**src/rtl/core/fgo_pkg.sv**
```systemverilog
// fgo_pkg: shared widths, types and the sine table builder for the formant
// grain oscillator. No dependencies; every rtl/core module imports it.
package fgo_pkg;

   localparam int CHANNELS         = 16;
   localparam int CH_IDX_W         = $clog2(CHANNELS);
   localparam int SINE_TABLE_DEPTH = 1024;
   localparam int SINE_ADDR_W      = $clog2(SINE_TABLE_DEPTH);

   localparam int CH_W     = 4;
   localparam int FREQ_W   = 24;
   localparam int SAMPLE_W = 16;
   localparam int RATE_W   = 32;
   localparam int INC_W    = 33;        // increments capped at 1.0 in Q32
   localparam int PH34_W   = 34;
   localparam int PH32_W   = 32;
   localparam int MUL_W    = 34;        // signed operand width of the shared multiplier
   localparam int PROD_W   = 2 * MUL_W;
   localparam int DVD_W    = 66;        // dividend / quotient width
   localparam int DVS_W    = INC_W;     // divisor width
   localparam int DIV_CNT_W = $clog2(DVD_W + 1);

   localparam logic [RATE_W-1:0] INV_RATE_RESET = 32'd1431656;
   localparam logic [63:0]       TWO_PI_Q30     = 64'd6746518852;

   typedef logic signed [SAMPLE_W-1:0] sine_rom_type [SINE_TABLE_DEPTH];

   typedef struct packed {
      logic busy;
      logic done;
   } div_status_type;

   // sine table in Q15, integer Taylor series per quarter wave
   function automatic sine_rom_type build_sine();
      sine_rom_type     tab;
      logic [63:0]      p;
      logic [63:0]      quarter;
      logic [63:0]      f;
      logic [63:0]      x;
      logic [63:0]      x2;
      logic [63:0]      term;
      logic signed [63:0] sum;
      logic signed [63:0] r;
      for (int k = 0; k < SINE_TABLE_DEPTH; k++) begin
         p       = ((64'(k) << 32) / SINE_TABLE_DEPTH) & 64'hFFFF_FFFF;
         quarter = p >> 30;
         f       = p & 64'h3FFF_FFFF;
         if (quarter[0]) begin
            f = (64'd1 << 30) - f;
         end
         x    = (f * TWO_PI_Q30) >> 32;
         x2   = (x * x) >> 30;
         term = x;
         sum  = $signed(x);
         for (int n = 1; n <= 6; n++) begin
            term = ((term * x2) >> 30) / 64'((2 * n) * (2 * n + 1));
            if (n % 2 == 1) begin
               sum = sum - $signed(term);
            end else begin
               sum = sum + $signed(term);
            end
         end
         if (sum < 0) begin
            sum = 0;
         end
         r = (sum + 64'sd16384) >>> 15;
         if (r > 64'sd32767) begin
            r = 64'sd32767;
         end
         tab[k] = quarter[1] ? SAMPLE_W'(-r) : SAMPLE_W'(r);
      end
      return tab;
   endfunction

endpackage

```
**src/rtl/core/fgo_mul.sv**
```systemverilog
// fgo_mul: the shared signed multiplier, product registered.
// Depends on fgo_pkg.
module fgo_mul (
   input  logic                               clock,
   input  logic                               mul_en,
   input  logic signed [fgo_pkg::MUL_W-1:0]   mul_a,
   input  logic signed [fgo_pkg::MUL_W-1:0]   mul_b,
   output logic signed [fgo_pkg::PROD_W-1:0]  mul_p
);
   import fgo_pkg::*;

   logic signed [PROD_W-1:0] prod_ff;

   // product holds until the next issue
   always_ff @(posedge clock) begin
      if (mul_en) begin
         prod_ff <= mul_a * mul_b;
      end
   end

   assign mul_p = prod_ff;

endmodule

```
**config.mk**
```make
export PLATFORM = sky130hd
export DESIGN_NAME = fgo_mul
export DESIGN_NICKNAME = d
export VERILOG_FILES = /design/src/rtl/core/fgo_pkg.sv /design/src/rtl/core/fgo_mul.sv
export SDC_FILE = /design/constraint.sdc
export NUM_CORES = 2
export LEC_CHECK = 0
export BUFFER_PORTS_ARGS = -buffer_cell sky130_fd_sc_hd__buf_2
export CAP_MARGIN = 5
export CELL_PAD_IN_SITES_DETAIL_PLACEMENT = 1
export CELL_PAD_IN_SITES_GLOBAL_PLACEMENT = 2
export CORE_MARGIN = 4
export CORE_UTILIZATION = 35
export DETAILED_ROUTE_END_ITERATION = 16
export GPL_TIMING_DRIVEN = 0
export PLACE_DENSITY = 0.7
export SYNTH_ARGS = -nofsm -noshare
export SYNTH_HDL_FRONTEND = slang
export SYNTH_SLANG_ARGS = --single-unit
```
**constraint.sdc**
```tcl
create_clock -name clock -period 8.64 [get_ports clock]
set_clock_uncertainty 0.2 [all_clocks]
set_input_delay 0.864 -clock clock [delete_from_list [all_inputs] [get_ports clock]]
set_output_delay 0.864 -clock clock [all_outputs]
set_load 0.05 [all_outputs]
```
**Yosys cells after proc, flatten, opt, wreduce, memory -nomap -nowiden**

Cells that the tools add are included.
Widths: inputs -> output; s select.

- Bits in registers: 68
- Output and inout bits: 68
- Logic and storage cells: 2

- Multiply operators: 1

Operators with widths:

| operator | number |
|---|---|
| $mul 34x34->68 | 1 |

**Longest topological paths before layout**

- Depth in word-level cells: 1
- Depth in mapped cells: 31
- Gate-level depth less buffers: 29

**Worst setup path after synthesis**

OpenSTA, ideal clock, no wires.

- Kind: input port to flip-flop
- Start point: input port mul_a[33] in the netlist's numbering
- End point: register prod_ff[65], in the netlist mul_p[65], data pin
- Setup time: 0.263 ns
- Arrival: 8.226 ns
- Data required time: 8.177 ns
- Slack: -0.049 ns
- Stages: 24
- Path buffers: 2
- Cell sequence: clkbuf_1 > nand2_1 > inv_1 > fa_1 > fa_1 > fa_1 > fa_1 > inv_1 > fa_1 > fa_1 > fa_1 > fa_1 > inv_1 > ha_1 > clkdlybuf4s50_2 > nand3_1 > or2_2 > nor2_1 > a221oi_1 > o21ai_0 > a31oi_2 > nor2_2 > o41ai_2 > xnor2_1

- Longest elaborated chain between the ends: 1

RTL lines:

| what | line | source |
|---|---|---|
| from (decl) | fgo_mul.sv:6 | `input logic signed [fgo_pkg::MUL_W-1:0] mul_a,` |
| $mul 34x34->68 | fgo_mul.sv:17 | `prod_ff <= mul_a * mul_b;` |
| to (signal assigned) | fgo_mul.sv:17 |  |
| to (decl) | fgo_mul.sv:12 | `logic signed [PROD_W-1:0] prod_ff;` |

Every way passes these cells.
A chain may end at the register's enable or synchronous reset.

**Worst setup path after layout**

- Start point: input port mul_b[14] in the netlist's numbering
- End point: register prod_ff[64], in the netlist mul_p[64], data pin

- Longest elaborated chain between the ends: 1

RTL lines:

| what | line | source |
|---|---|---|
| from (decl) | fgo_mul.sv:7 | `input logic signed [fgo_pkg::MUL_W-1:0] mul_b,` |
| $mul 34x34->68 | fgo_mul.sv:17 |  |

Every way passes these cells.

==> run_results.csv <==
group,metric,value,unit
critical_path,crit_chain,"buf_2 -> clkbuf_8 -> and2_1 -> fa_1 -> inv_1 -> fa_2 -> fa_1 -> inv_1 -> fa_1 -> fa_1 -> fa_2 -> fa_1 -> fa_2 -> ha_4 -> a2111o_1 -> a31oi_4 -> o41ai_4 -> a21o_1 -> nand2_1 -> nand4b_1 -> a21bo_4 -> a21o_4 -> a311oi_4 -> xnor2_2",
cells_and_area,nets,6293,
critical_path,worstPathArrival,8550,ps
synthesis,synth_cells,4554,
global_route,grt_overflow,0,
sta,fin_crit_sh,99.66,%
global_route,antenna_found_initial,26,
synthesis,seq_area_frac_synth,4.672,%
placement,port_buffers,131,
detailed_routing,dr.pass1.iters,7,
critical_path,cp.required,8580,ps
critical_path,slowest_delay,640,ps
clock_tree,cts_htree_levels,3,
sta,worstMarginPinSlew,1168,ps
clock_tree,cts_sinks,68,
synthesis,yosysTopAreaCell,"fa_1",
clock_tree,clockBufferDepth,2,
cells_and_area,multi_input_area,36860,um^2
critical_path,critPathMaxFanout,10,
synthesis,synth_edf_count,68,
sta,finalSetupViolCount,0,
placement,dp_slack,-2572,ps
sta,fin_setup_tns,0,ps
global_route,grt_usage,28.60,%
synthesis,ys.flop_type,"edfxtp_1",
critical_path,worst_setup_path_start_kind,"input port",
placement,post-dp-hpwl,153800,um
critical_path,slowest_stage,"fa_2",
synthesis,synth_area_per_cell,9.598,um^2
sta,max_freq,116.1,MHz
global_route,grt_pass1_wl,264900,um
worst_hold_path,hp-class,"input port to flip-flop",
cells_and_area,final_common_cell,"inv_1",
job,maxCapViolations,0,
detailed_routing,antenna_left,0,
critical_path,endpoint_kind,"flip-flop",
critical_path,cp-startpoint,"mul_b[14]",
synthesis,yosysWarnings,0,
die,design.die.area,130600,um^2
sta,worst_slack,29.39,ps
synthesis,ys_seq_elements,68,
die,ios,138,
detailed_routing,vias_per_cell,5.037,
synthesis,netlist_top_cells_area,"fa_1 (57%), inv_1 (11%), and2_1 (8.9%)",
critical_path,cp_top_family,"adder cells",
clock_tree,numCtsBuffers,9,
cells_and_area,largest_reg_flops,68,
detailed_routing,drc_errors,0,
detailed_routing,vias,32400,
cells_and_area,layout_common_cells,"inv_1 (1212), fa_1 (1194), and2_1 (608), nand2_1 (539), ha_1 (184)",
detailed_routing,routed_wirelength,183100,um
synthesis,netlist.area_leader.share,56.84,%
die,fp.dieH,361.4,um
cells_and_area,syn2layout_area_growth,15.46,%
detailed_routing,drt_first_iter_violations,2095,
sta,relSlewSlack,22.07,%
global_route,grt_pass1_vias,37100,
worst_hold_path,hold_path_startpoint,"mul_en",
sta,period_needed,8611,ps
synthesis,synthArstFlopShare,0,%
die,die_w,361.4,um
cells_and_area,layout-drive-gt1-share,13.11,%
critical_path,critPathBufInv,4,
sta,rsz0062_at_grt,"true",
critical_path,path_class,"input port to flip-flop",
cells_and_area,ff_latch_area,2042,um^2
placement,gp_congestion,0.9680,
cells_and_area,fill_cells,13900,
die,num_rows,129,
global_route,grt_start_max_net_pins,48,
clock_tree,cts_tree,"built",
clock_tree,clk_pin_slew_worst_paths,70,ps
detailed_routing,wire_per_inst,28.46,um
critical_path,crit_top_cell,"fa_1",
synthesis,netlist_area,43710,um^2
clock_tree,ctsRootBufferMaster,"clkbuf_16",
die,core_area,123800,um^2
die,start_util,35.31,%
status,status,"finished, final reports clean",
synthesis,ys_types,69,
sta,hold_viol,0,
sta,finalMaxSlewViolations,0,
synthesis,synth_fp_nets,6069,
## what timing repair did
action                                  4_1_cts  5_1_grt
cloned                                        3        1
hold buffers                                  0        0
resized for setup                           679      200
endpoints found under the setup margin       41       17
setup buffers                                50       35
pin swaps                                    49       79
## through the flow
step                      std cells  hold slack [ps]  util [%]  cell area (um^2)
after CTS                      6388            631.1     40.08             49610
after detailed placement       6323             1098     37.52             46450
after global placement         6322             1205     37.49             46410
after floorplan                4554            776.5         -             43710
final                          6432            677.8     40.76             50460
after global routing           6422            664.8     40.74             50440
## final cells by class
| class | instances | area share (%) |
|---|---|---|
| multi-input combinational | 3026 | 73.03 |
| clock buffer | 9 | 0.4463 |
| antenna | 12 | 0.05951 |
| clock inverter | 7 | 0.1488 |
| buffer | 221 | 5.596 |
| inverter | 1232 | 9.186 |
| timing repair buffer | 220 | 3.424 |
| sequential | 68 | 4.046 |
| tap | 1637 | 4.059 |
## logic make-up (layout without fill, tap and decap cells)
kind of cell | after synthesis | count (layout) | share of synthesized area (%)
AO/OA/AOI/OAI | 206 | 206 | 3.295
other | 0 | 12 | 0
adder cells (fa/ha/maj) | 1445 | 1445 | 62.68
flip-flops | 68 | 68 | 4.672
buffers and inverters | 1460 | 1689 | 12.64
AND/OR/NAND/NOR | 1296 | 1296 | 15.13
XOR/XNOR | 79 | 79 | 1.583
## synth_stat cells, drive strengths merged, types with 5 or more instances
cell / count
fa: 1241
xor2: 23
buf: 9
nand3: 11
nor3: 5
o21ai: 41
and3: 8
and2: 623
nor2b: 9
xnor2: 56
a21oi: 63
nand2: 542
a211oi: 7
nor2: 56
nand4: 11
ha: 204
a21o: 37
edfxtp: 68
o41ai: 6
clkbuf: 217
nand2b: 20
a31oi: 10
inv: 1231
o21bai: 12
## worst paths after layout
check / to / cells after the start / slack, ps
setup / recovery: mul_p[64] / 24 / 30
hold / removal: mul_p[55] / 1 / 680
## routing by layer
metal	GRT usage, %	vias to the layer above	wire length [um]	part of all wire [%]
met3	5.134	312	12280	6.7
li1	-	13340	-	-
met5	0	-	97	0.053
met1	36.42	17640	72720	40
met2	48.08	1098	88100	48
met4	12.17	14	9880	5.4
Power is not shown: default switching activity piles up to over one toggle a cycle in this logic, so the estimate is an artifact.
