[config.mk]
export PLATFORM = sky130hd
export DESIGN_NAME = fgo_div
export DESIGN_NICKNAME = d
export VERILOG_FILES = /design/src/rtl/core/fgo_pkg.sv /design/src/rtl/core/fgo_div.sv
export SDC_FILE = /design/constraint.sdc
export NUM_CORES = 1
export LEC_CHECK = 0
export ABC_AREA = 1
export BUFFER_PORTS_ARGS = -buffer_cell sky130_fd_sc_hd__buf_2
export CELL_PAD_IN_SITES_DETAIL_PLACEMENT = 1
export CELL_PAD_IN_SITES_GLOBAL_PLACEMENT = 1
export CORE_ASPECT_RATIO = 0.7
export CORE_MARGIN = 5
export CORE_UTILIZATION = 44
export DETAILED_ROUTE_END_ITERATION = 10
export HOLD_SLACK_MARGIN = 0.05
export PLACE_DENSITY_LB_ADDON = 0.1
export SYNTH_ARGS = -nofsm -noshare
export SYNTH_HDL_FRONTEND = slang
export SYNTH_SLANG_ARGS = --single-unit
[constraint.sdc]
create_clock -name clock -period 14.8 [get_ports clock]
set_clock_uncertainty 0.15 [all_clocks]
set_input_delay 2.96 -clock clock [delete_from_list [all_inputs] [get_ports clock]]
set_output_delay 2.96 -clock clock [all_outputs]
set_load 0.01 [all_outputs]
[src/rtl/core/fgo_pkg.sv]
// fgo_pkg: shared widths, types and the sine table builder for the formant
// grain oscillator. No dependencies; every rtl/core module imports it.
package fgo_pkg;

   localparam int CHANNELS         = 16;
   localparam int CH_IDX_W         = $clog2(CHANNELS);
   localparam int SINE_TABLE_DEPTH = 1024;
   localparam int SINE_ADDR_W      = $clog2(SINE_TABLE_DEPTH);

   localparam int CH_W     = 4;
   localparam int FREQ_W   = 24;
   localparam int SAMPLE_W = 16;
   localparam int RATE_W   = 32;
   localparam int INC_W    = 33;        // increments capped at 1.0 in Q32
   localparam int PH34_W   = 34;
   localparam int PH32_W   = 32;
   localparam int MUL_W    = 34;        // signed operand width of the shared multiplier
   localparam int PROD_W   = 2 * MUL_W;
   localparam int DVD_W    = 66;        // dividend / quotient width
   localparam int DVS_W    = INC_W;     // divisor width
   localparam int DIV_CNT_W = $clog2(DVD_W + 1);

   localparam logic [RATE_W-1:0] INV_RATE_RESET = 32'd1431656;
   localparam logic [63:0]       TWO_PI_Q30     = 64'd6746518852;

   typedef logic signed [SAMPLE_W-1:0] sine_rom_type [SINE_TABLE_DEPTH];

   typedef struct packed {
      logic busy;
      logic done;
   } div_status_type;

   // sine table in Q15, integer Taylor series per quarter wave
   function automatic sine_rom_type build_sine();
      sine_rom_type     tab;
      logic [63:0]      p;
      logic [63:0]      quarter;
      logic [63:0]      f;
      logic [63:0]      x;
      logic [63:0]      x2;
      logic [63:0]      term;
      logic signed [63:0] sum;
      logic signed [63:0] r;
      for (int k = 0; k < SINE_TABLE_DEPTH; k++) begin
         p       = ((64'(k) << 32) / SINE_TABLE_DEPTH) & 64'hFFFF_FFFF;
         quarter = p >> 30;
         f       = p & 64'h3FFF_FFFF;
         if (quarter[0]) begin
            f = (64'd1 << 30) - f;
         end
         x    = (f * TWO_PI_Q30) >> 32;
         x2   = (x * x) >> 30;
         term = x;
         sum  = $signed(x);
         for (int n = 1; n <= 6; n++) begin
            term = ((term * x2) >> 30) / 64'((2 * n) * (2 * n + 1));
            if (n % 2 == 1) begin
               sum = sum - $signed(term);
            end else begin
               sum = sum + $signed(term);
            end
         end
         if (sum < 0) begin
            sum = 0;
         end
         r = (sum + 64'sd16384) >>> 15;
         if (r > 64'sd32767) begin
            r = 64'sd32767;
         end
         tab[k] = quarter[1] ? SAMPLE_W'(-r) : SAMPLE_W'(r);
      end
      return tab;
   endfunction

endpackage

[src/rtl/core/fgo_div.sv]
// fgo_div: restoring divider, one quotient bit per cycle.
// Depends on fgo_pkg.
module fgo_div (
   input  logic                         clock,
   input  logic                         reset,
   input  logic                         div_start,
   input  logic [fgo_pkg::DVD_W-1:0]    div_dividend,
   input  logic [fgo_pkg::DVS_W-1:0]    div_divisor,
   output logic [fgo_pkg::DVD_W-1:0]    div_quotient,
   output fgo_pkg::div_status_type      div_stat
);
   import fgo_pkg::*;

   logic [DVD_W-1:0]     dvd_ff;     // shifts dividend out, quotient in
   logic [DVS_W-1:0]     dvs_ff;
   logic [DVS_W:0]       rem_ff;
   logic [DIV_CNT_W-1:0] cnt_ff;
   logic                 busy_ff;
   logic                 done_ff;
   logic [DVS_W+1:0]     rem_sh;
   logic [DVS_W+1:0]     rem_sub;
   logic                 qbit;

   // one trial subtract per step
   always_comb begin
      rem_sh  = {rem_ff, dvd_ff[DVD_W-1]};
      rem_sub = rem_sh - {2'b00, dvs_ff};
      qbit    = (rem_sh >= {2'b00, dvs_ff});
   end

   always_ff @(posedge clock) begin
      if (reset) begin
         busy_ff <= 1'b0;
         done_ff <= 1'b0;
         cnt_ff  <= '0;
      end else begin
         done_ff <= 1'b0;
         if (div_start) begin
            busy_ff <= 1'b1;
            cnt_ff  <= DIV_CNT_W'(DVD_W);
            dvd_ff  <= div_dividend;
            dvs_ff  <= div_divisor;
            rem_ff  <= '0;
         end else if (busy_ff) begin
            rem_ff <= qbit ? rem_sub[DVS_W:0] : rem_sh[DVS_W:0];
            dvd_ff <= {dvd_ff[DVD_W-2:0], qbit};
            cnt_ff <= cnt_ff - 1'b1;
            if (cnt_ff == DIV_CNT_W'(1)) begin
               busy_ff <= 1'b0;
               done_ff <= 1'b1;
            end
         end
      end
   end

   assign div_quotient  = dvd_ff;
   assign div_stat.busy = busy_ff;
   assign div_stat.done = done_ff;

endmodule

# --- Word-level counts from Yosys, hierarchy flattened ---
# Cells that the tools add are included.
word_totals:
  word_cells: 28
  register_bits: 142
  inputBits: 102
  out_inout_bits: 68
op_classes:
  reduce_logical: 5
  n_eq_ne: 1
  n_lt_le_gt_ge: 1
  bitwise_logic: 2
  muxes: 10
  n_addsub: 2
ops:
  columns: ["cell", "n"]
  rows:
  - ["$mux 66", 2]
  - ["$mux 34", 2]
  - ["$ge 35x33->1", 1]
  - ["$sub 34x33->34", 1]
  - ["$mux 7", 2]
  - ["$eq 7x1->1 const B", 1]
  - ["$sub 7x1->7 const B", 1]
  - ["$mux 1", 4]
  - ["$reduce_and 2->1", 2]
  - ["$reduce_or 3->1", 1]
  - ["$not 1->1", 2]
  - ["$reduce_bool 2->1", 1]
  - ["$reduce_or 2->1", 1]

# --- Logic depth before layout (Yosys ltp) ---
# Gate-level depths: netlist of run 1.
depth:
  depth_word: 4
  mapped_depth: 17
  mapped_depth_nobuf: 17

# --- Worst setup path after synthesis of run 1 ---
# OpenSTA, ideal clock, no wires.
synth_path:
  kind: "in2reg"
  from: "input port div_start"
  to: "register dvd_ff[0], in the netlist div_quotient[0] (enable)"
  required_time_ps: 14187
  arrival_time_ps: 7229
  n_path_buf: 2
  setup_ps: 463
  path_slack_ps: 6958
  stages: 6
  cell_sequence: "clkbuf_1 -> inv_1 -> clkbuf_1 -> nor2_1 -> inv_1 -> nand2_1"
synth_via:
  elab_chain_len: 2
synth_rtl:
  columns: ["element", "line_no", "source"]
  rows:
  - ["start: declaration", "fgo_div.sv:6", "input logic div_start,"]
  - ["$reduce_bool 2->1 (no source line)", null, null]
  - ["$reduce_and 2->1 (no source line)", null, null]
  - ["end signal: assignment", "fgo_div.sv:41", "dvd_ff <= div_dividend;"]
  - ["end signal: assignment", "fgo_div.sv:46", "dvd_ff <= {dvd_ff[DVD_W-2:0], qbit};"]
  - ["end: declaration", "fgo_div.sv:14", "logic [DVD_W-1:0] dvd_ff;"]
# No other way between the ends.
# A chain may end at the register's enable or synchronous reset.

# --- Final worst setup path of run 1 ---
layout_path:
  from: "input port div_start"
  to: "register rem_ff[0] (enable)"
layout_via:
  elab_chain_len: 2
layout_rtl:
  columns: ["element", "line_no", "source"]
  rows:
  - ["$reduce_bool 2->1 (no source line)", null, null]
  - ["$reduce_and 2->1 (no source line)", null, null]
  - ["end signal: assignment", "fgo_div.sv:45", "rem_ff <= qbit ? rem_sub[DVS_W:0] : rem_sh[DVS_W:0];"]
  - ["end: declaration", "fgo_div.sv:16", "logic [DVS_W:0] rem_ff;"]
# No other way between the ends.

==> flow_metrics.tcl, run 1 <==
set metrics [dict create \
    clkSinkCount 142 \
    drtAntennaViolNets 0 \
    postCtsHoldBufs 0 \
    wire_per_inst_um 16.80 \
    crit_chain "buf_2, buf_4, inv_2, nor2_4, inv_1, nand2_4, buf_4" \
    num_rows 43 \
    ys_ff_latch 142 \
    worstMarginPinSlew_ns 1.110 \
    grt_pass1_vias 8119 \
    synthFlopType "edfxtp_1" \
    power_density_nw_per_um2 128.5 \
    detailed_place_hpwl_mm 19.28 \
    synth_area_um2 8830 \
    postCtsSetupRepairBufs 0 \
    max_stage_delay_ns 0.84 \
    synthArstFlopShare 0 \
    crit_top_cell "buf_4" \
    crit_fanout 70 \
    ys_warn_count 0 \
    syn_area_per_cell_um2 7.793 \
    finalWirelength_mm 26.48 \
    finalCritPeriodShare 0.4237 \
    synthCells 1133 \
    synth_nets 1271 \
    vias_per_cell 4.969 \
    maxCapViolCount 0 \
    synth_edf_count 133 \
    cts_inserted_buffers 17 \
    area_delta_synth_final_pct 18.17 \
    clk_latency_ns 0.44 \
    coreArea_um2 19750 \
    antenna_found_initial 0 \
    grt_pass1_wl_mm 42.35 \
    p_leak_nw 5.317 \
    die-area_um2 23050 \
    io_buffers 169 \
    dieWidth_um 179.3 \
    period_needed_ns 6.271 \
    arrival_ns 6.18 \
    drt_iter0_markers 493 \
    cts_tree "built" \
    chipHeight_um 128.5 \
    gr-total-overflow 0 \
    finalWeightedCongestion 0.8848 \
    hp-class "reg -> reg" \
    grt_max_degree 101 \
    final_common_cell "nand2_1" \
    start_util 0.4472 \
    total_power_mw 1.341 \
    boundaryPins 170 \
    first_pass_iters 5 \
    htreeDepth 4 \
    vias 7831 \
    outcome "finished, final reports clean" \
    clk_pin_slew_ns 0.06 \
    diodes 0 \
    cts_root_buffer "clkbuf_16" \
    clk_path_buf_depth 2 \
    end_kind "register" \
    cp-start-kind "input pin" \
    ys_seq_area_frac 0.4727 \
    rsz0062_at_grt "false" \
    fin_tns_setup_ns 0 \
    slew_violations 0 \
    ir_worst_vdd_mv 0.05899 \
    drive_above_1_share 0.1998 \
    critPathKind "in -> reg" \
    layout_common_cells "nand2_1, buf_2, inv_1, edfxtp_1, nor2_1" \
    slowest_stage "nor2_4" \
    track_usage 0.2326 \
    report.final.hold_viol_count 0 \
    maxSlewHeadroom 0.2597 \
    synth_cell_types 40 \
    max_freq_mhz 159.5 \
    fin_nets 1431 \
    critPathRequiredTime_ns 14.71 \
    post_cts_resized 0 \
    remaining_drc_errors 0 \
    setup_violations 0 \
]
[Yosys cell counts, types with 4 or more instances]
cell type    n  share of area
nand2_2      6         0.0043
inv_1      149          0.063
nor2_2      23          0.016
nor2_1     102          0.043
a21oi_1     23          0.013
edfxtp_1   133           0.45
nor3_1       7         0.0040
buf_6        4         0.0051
nand2_1    484           0.21
clkbuf_1    19         0.0081
xor2_1      16          0.016
o21ai_0      5         0.0028
buf_2        4         0.0023
o21bai_1     6         0.0051
ha_1        35          0.050
nand4_1      8         0.0057
nand3_1     29          0.016
nand3b_1    33          0.028
inv_2        9         0.0038
dfxtp_1      9          0.020
a21oi_2      5         0.0050
[where the power goes]
part | leakage [nW] | internal [mW] | switching [mW]
Clock | 0.273 | 0.237 | 0.199
Sequential | 1.36 | 0.493 | 0.0199
Combinational | 3.68 | 0.132 | 0.261
[layout make-up]
cell class	instances	area, µm²
well taps	270	337.8
clock inverters	15	148.9
clock buffers	17	425.4
inverters	159	601.8
flip-flops and latches	142	4174
fillers	2524	9311
multi-input cells	801	3877
repair buffers	172	868.3
[cell families (layout without fill, tap and decap cells)]
group | Yosys count | in the layout | synth area share
simple gates | 704 | 704 | 0.3387
buf+inv | 190 | 363 | 0.08984
flops | 142 | 142 | 0.4727
compound gates | 43 | 43 | 0.02905
fa+ha+maj | 36 | 36 | 0.05186
xor+xnor | 18 | 18 | 0.01785
[worst paths after layout]
| kind | from | end | slack (ns) | cells past startpoint |
|---|---|---|---|---|
| setup / recovery | div_start | rem_ff[0]$_SDFFCE_PP0P_ | 8.53 | 7 |
| hold / removal | cnt_ff[6]$_SDFFE_PP0N_ | cnt_ff[6]$_SDFFE_PP0N_ | 0.33 | 2 |
| hold reg to reg | cnt_ff[6]$_SDFFE_PP0N_ | cnt_ff[6]$_SDFFE_PP0N_ | 0.33 | 2 |
| setup reg to reg | rem_ff[1]$_SDFFCE_PP0P_ | rem_ff[21]$_SDFFCE_PP0P_ | 11.75 | 10 |
[per-layer routing]
layer / vias up / routed length, µm / share of wire / global-route usage
met5: - / 0 / 0 / 0
met4: 0 / 291 / 0.011 / 0.04924
met3: 26 / 1279 / 0.048 / 0.03906
met2: 181 / 11640 / 0.44 / 0.3624
met1: 3759 / 13270 / 0.50 / 0.3434
li1: 3865 / - / - / -
[state kept, by name, indices dropped and copies added, names as in the netlist]
name,cells
cnt_ff,7
div_quotient,66
dvs_ff,33
busy_ff,1
done_ff,1
rem_ff,34
[worst max-delay path: cells and delay by family]
kind	cells	cell delay (ns)
buffers and inverters	5	1.70
AND/OR/NAND/NOR	2	1.41
[stage by stage]
| stage | util | instance area [µm²] | setup WS (ns) | std cells | hold WS [ns] |
|---|---|---|---|---|---|
| finish | 0.5284 | 10430 | 8.529 | 1576 | 0.3331 |
| floorplan | - | 8830 | 6.958 | 1133 | 0.2924 |
| CTS | 0.5284 | 10430 | 8.421 | 1576 | 0.3374 |
| global placement | 0.4993 | 9859 | 8.069 | 1544 | 0.3171 |
| global route | 0.5284 | 10430 | 8.208 | 1576 | 0.3659 |
| detailed placement | 0.4993 | 9859 | 7.991 | 1544 | 0.3261 |
Power figures use the tool's default switching activity.
==> run 2: changes to the inputs <==
--- a/config.mk
+++ b/config.mk
@@ -11,7 +11,7 @@
 export CELL_PAD_IN_SITES_GLOBAL_PLACEMENT = 1
 export CORE_ASPECT_RATIO = 0.7
 export CORE_MARGIN = 5
-export CORE_UTILIZATION = 44
+export CORE_UTILIZATION = 41
 export DETAILED_ROUTE_END_ITERATION = 10
 export HOLD_SLACK_MARGIN = 0.05
 export PLACE_DENSITY_LB_ADDON = 0.1
==> constraint.sdc (replaced) <==
create_clock -name clock -period 6.4 [get_ports clock]
set_clock_uncertainty 0.15 [all_clocks]
set_input_delay 1.28 -clock clock [delete_from_list [all_inputs] [get_ports clock]]
set_output_delay 1.28 -clock clock [all_outputs]
set_load 0.01 [all_outputs]
==> run 2 against run 1 <==
Register-to-register slack worse by 8.4 ns. Utilization is 2.8 points lower. Highest routed layer unchanged. Combinational power rose by 130%.
==> flow_metrics.tcl, run 2 (synthesized netlist as in run 1, its figures left out) <==
set metrics [dict create \
    chipHeight_um 132.8 \
    fin_area_um2 10510 \
    crit_fanout 31 \
    grt_pass1_vias 7898 \
    io_buffers 169 \
    diodes 0 \
    vias_per_cell 4.877 \
    wl_met2_mm 11.69 \
    largest_reg_flops 66 \
    rsz0062_at_grt "false" \
    detailed_place_hpwl_mm 19.85 \
    worstHoldPathCells 2 \
    maxSlewHeadroom 0.3088 \
    cp-start-kind "register" \
    cts_tree "built" \
    hp-class "reg -> reg" \
    track_usage 0.2181 \
    layout_common_cells "nand2_1, buf_2, inv_1, edfxtp_1, nor2_1" \
    num_rows 44 \
    max_freq_mhz 326.8 \
    fin_tns_setup_ns 0 \
    boundaryPins 170 \
    finalCritPeriodShare 0.4781 \
    crit_family "simple AND/OR/NAND/NOR gates" \
    clk_path_buf_depth 2 \
    finalWirelength_mm 26.68 \
    slew_violations 0 \
    worstMarginPinSlew_ns 1.035 \
    postCtsSetupRepairBufs 0 \
    critPathKind "reg -> reg" \
    report.final.hold_viol_count 0 \
    path_buf_inv 1 \
    p_leak_nw 5.345 \
    dpl.cell_count 1551 \
    remaining_drc_errors 0 \
    grt_pass1_wl_mm 42.12 \
    vias 7721 \
    met3WireLength_mm 1.480 \
    end_kind "register" \
    finalWeightedCongestion 0.8886 \
    postCtsHoldBufs 0 \
    gr-total-overflow 0 \
    cts_root_buffer "clkbuf_16" \
    r2r_cells 10 \
    htreeDepth 4 \
    cts_inserted_buffers 17 \
    drive_above_1_share 0.1989 \
    arrival_ns 3.10 \
    power_density_nw_per_um2 300.8 \
    ir_worst_vdd_mv 0.2135 \
    period_needed_ns 3.060 \
    max_stage_delay_ns 0.44 \
    first_pass_iters 5 \
    drtAntennaViolNets 0 \
    finalNonFillerCells 1583 \
    met1Wirelength_mm 13.28 \
    top_layer "met4" \
    worst-path-stages 10 \
    clkSinkCount 142 \
    antenna_found_initial 0 \
    clk_latency_ns 0.44 \
    holdWs_ns 0.3373 \
    total_power_mw 3.160 \
    start_util 0.4210 \
    drt_iter0_markers 420 \
    coreArea_um2 20980 \
    area_delta_synth_final_pct 18.99 \
    reg2reg_slack_ns 3.34 \
    fin_nets 1432 \
    die-area_um2 24620 \
    dpl_cell_area_um2 9887 \
    wire_per_inst_um 16.85 \
    outcome "finished, final reports clean" \
    final_common_cell "nand2_1" \
    critPathRequiredTime_ns 6.44 \
    maxCapViolCount 0 \
    crit_start "rem_ff[1]$_SDFFCE_PP0P_" \
    r2r-start "rem_ff[1]$_SDFFCE_PP0P_" \
    min_from "cnt_ff[6]$_SDFFE_PP0N_" \
    grt_max_degree 70 \
    dieWidth_um 185.4 \
    post_cts_resized 0 \
    crit_chain "ha_1, nand3_1, nand3_1, nand4_1, nand3_2, nand3_4, nand2_8, inv_6, nor2_1, nor2_1" \
    fillers 2659 \
    clk_pin_slew_ns 0.06 \
    setup_violations 0 \
    slowest_stage "ha_1" \
]
-- run 2: cell types whose count changed in the layout (fill, tap and decap cells not counted), sizes merged --
cell / delta
bufinv: +3
clkbuf: +1
clkinv: +2
inv: -6
buf: +1
-- run 2: per-stage QoR --
step / util / setup slack [ns]
floorplan: - / 0.2381
global placement: 0.4714 / 2.936
detailed placement: 0.4714 / 2.920
CTS: 0.5009 / 3.315
global route: 0.5009 / 3.147
finish: 0.5009 / 3.340
-- run 2: cell type report --
type | instances | area [µm²] | share of cell area
well taps | 276 | 345.3 | 0.03287
flip-flops and latches | 142 | 4174 | 0.3973
inverters | 159 | 601.8 | 0.05728
multi-input cells | 801 | 3877 | 0.3691
repair buffers | 173 | 888.4 | 0.08455
clock buffers | 18 | 429.2 | 0.04085
clock inverters | 14 | 190.2 | 0.01810
-- run 2: report_power, final --
part / switching (mW) / total (mW) / internal [mW]
clock: 0.412 / 1.06 / 0.651
sequential: 0.0474 / 1.19 / 1.14
combinational: 0.602 / 0.910 / 0.308
total: 1.06 / 3.16 / 2.10
-- run 2: worst reg2reg max path, delay by kind of cell, from the launching register on --
family	cells	cell delay, ns
simple gates	8	1.65
fa+ha+maj	1	0.44
flops	1	0.43
buf+inv	1	0.14
-- run 2: metal layers --
metal  vias up  global-route usage
li1       3863                   -
met1      3681              0.3204
met2       161              0.3331
met3        16             0.04801
met4         0             0.04197
met5         -                   0
-- run 2: final timing paths --
kind                                                  to
worst min-delay path              cnt_ff[6]$_SDFFE_PP0N_
worst max register to register  rem_ff[20]$_SDFFCE_PP0P_
worst min register to register    cnt_ff[6]$_SDFFE_PP0N_
worst max-delay path            rem_ff[20]$_SDFFCE_PP0P_
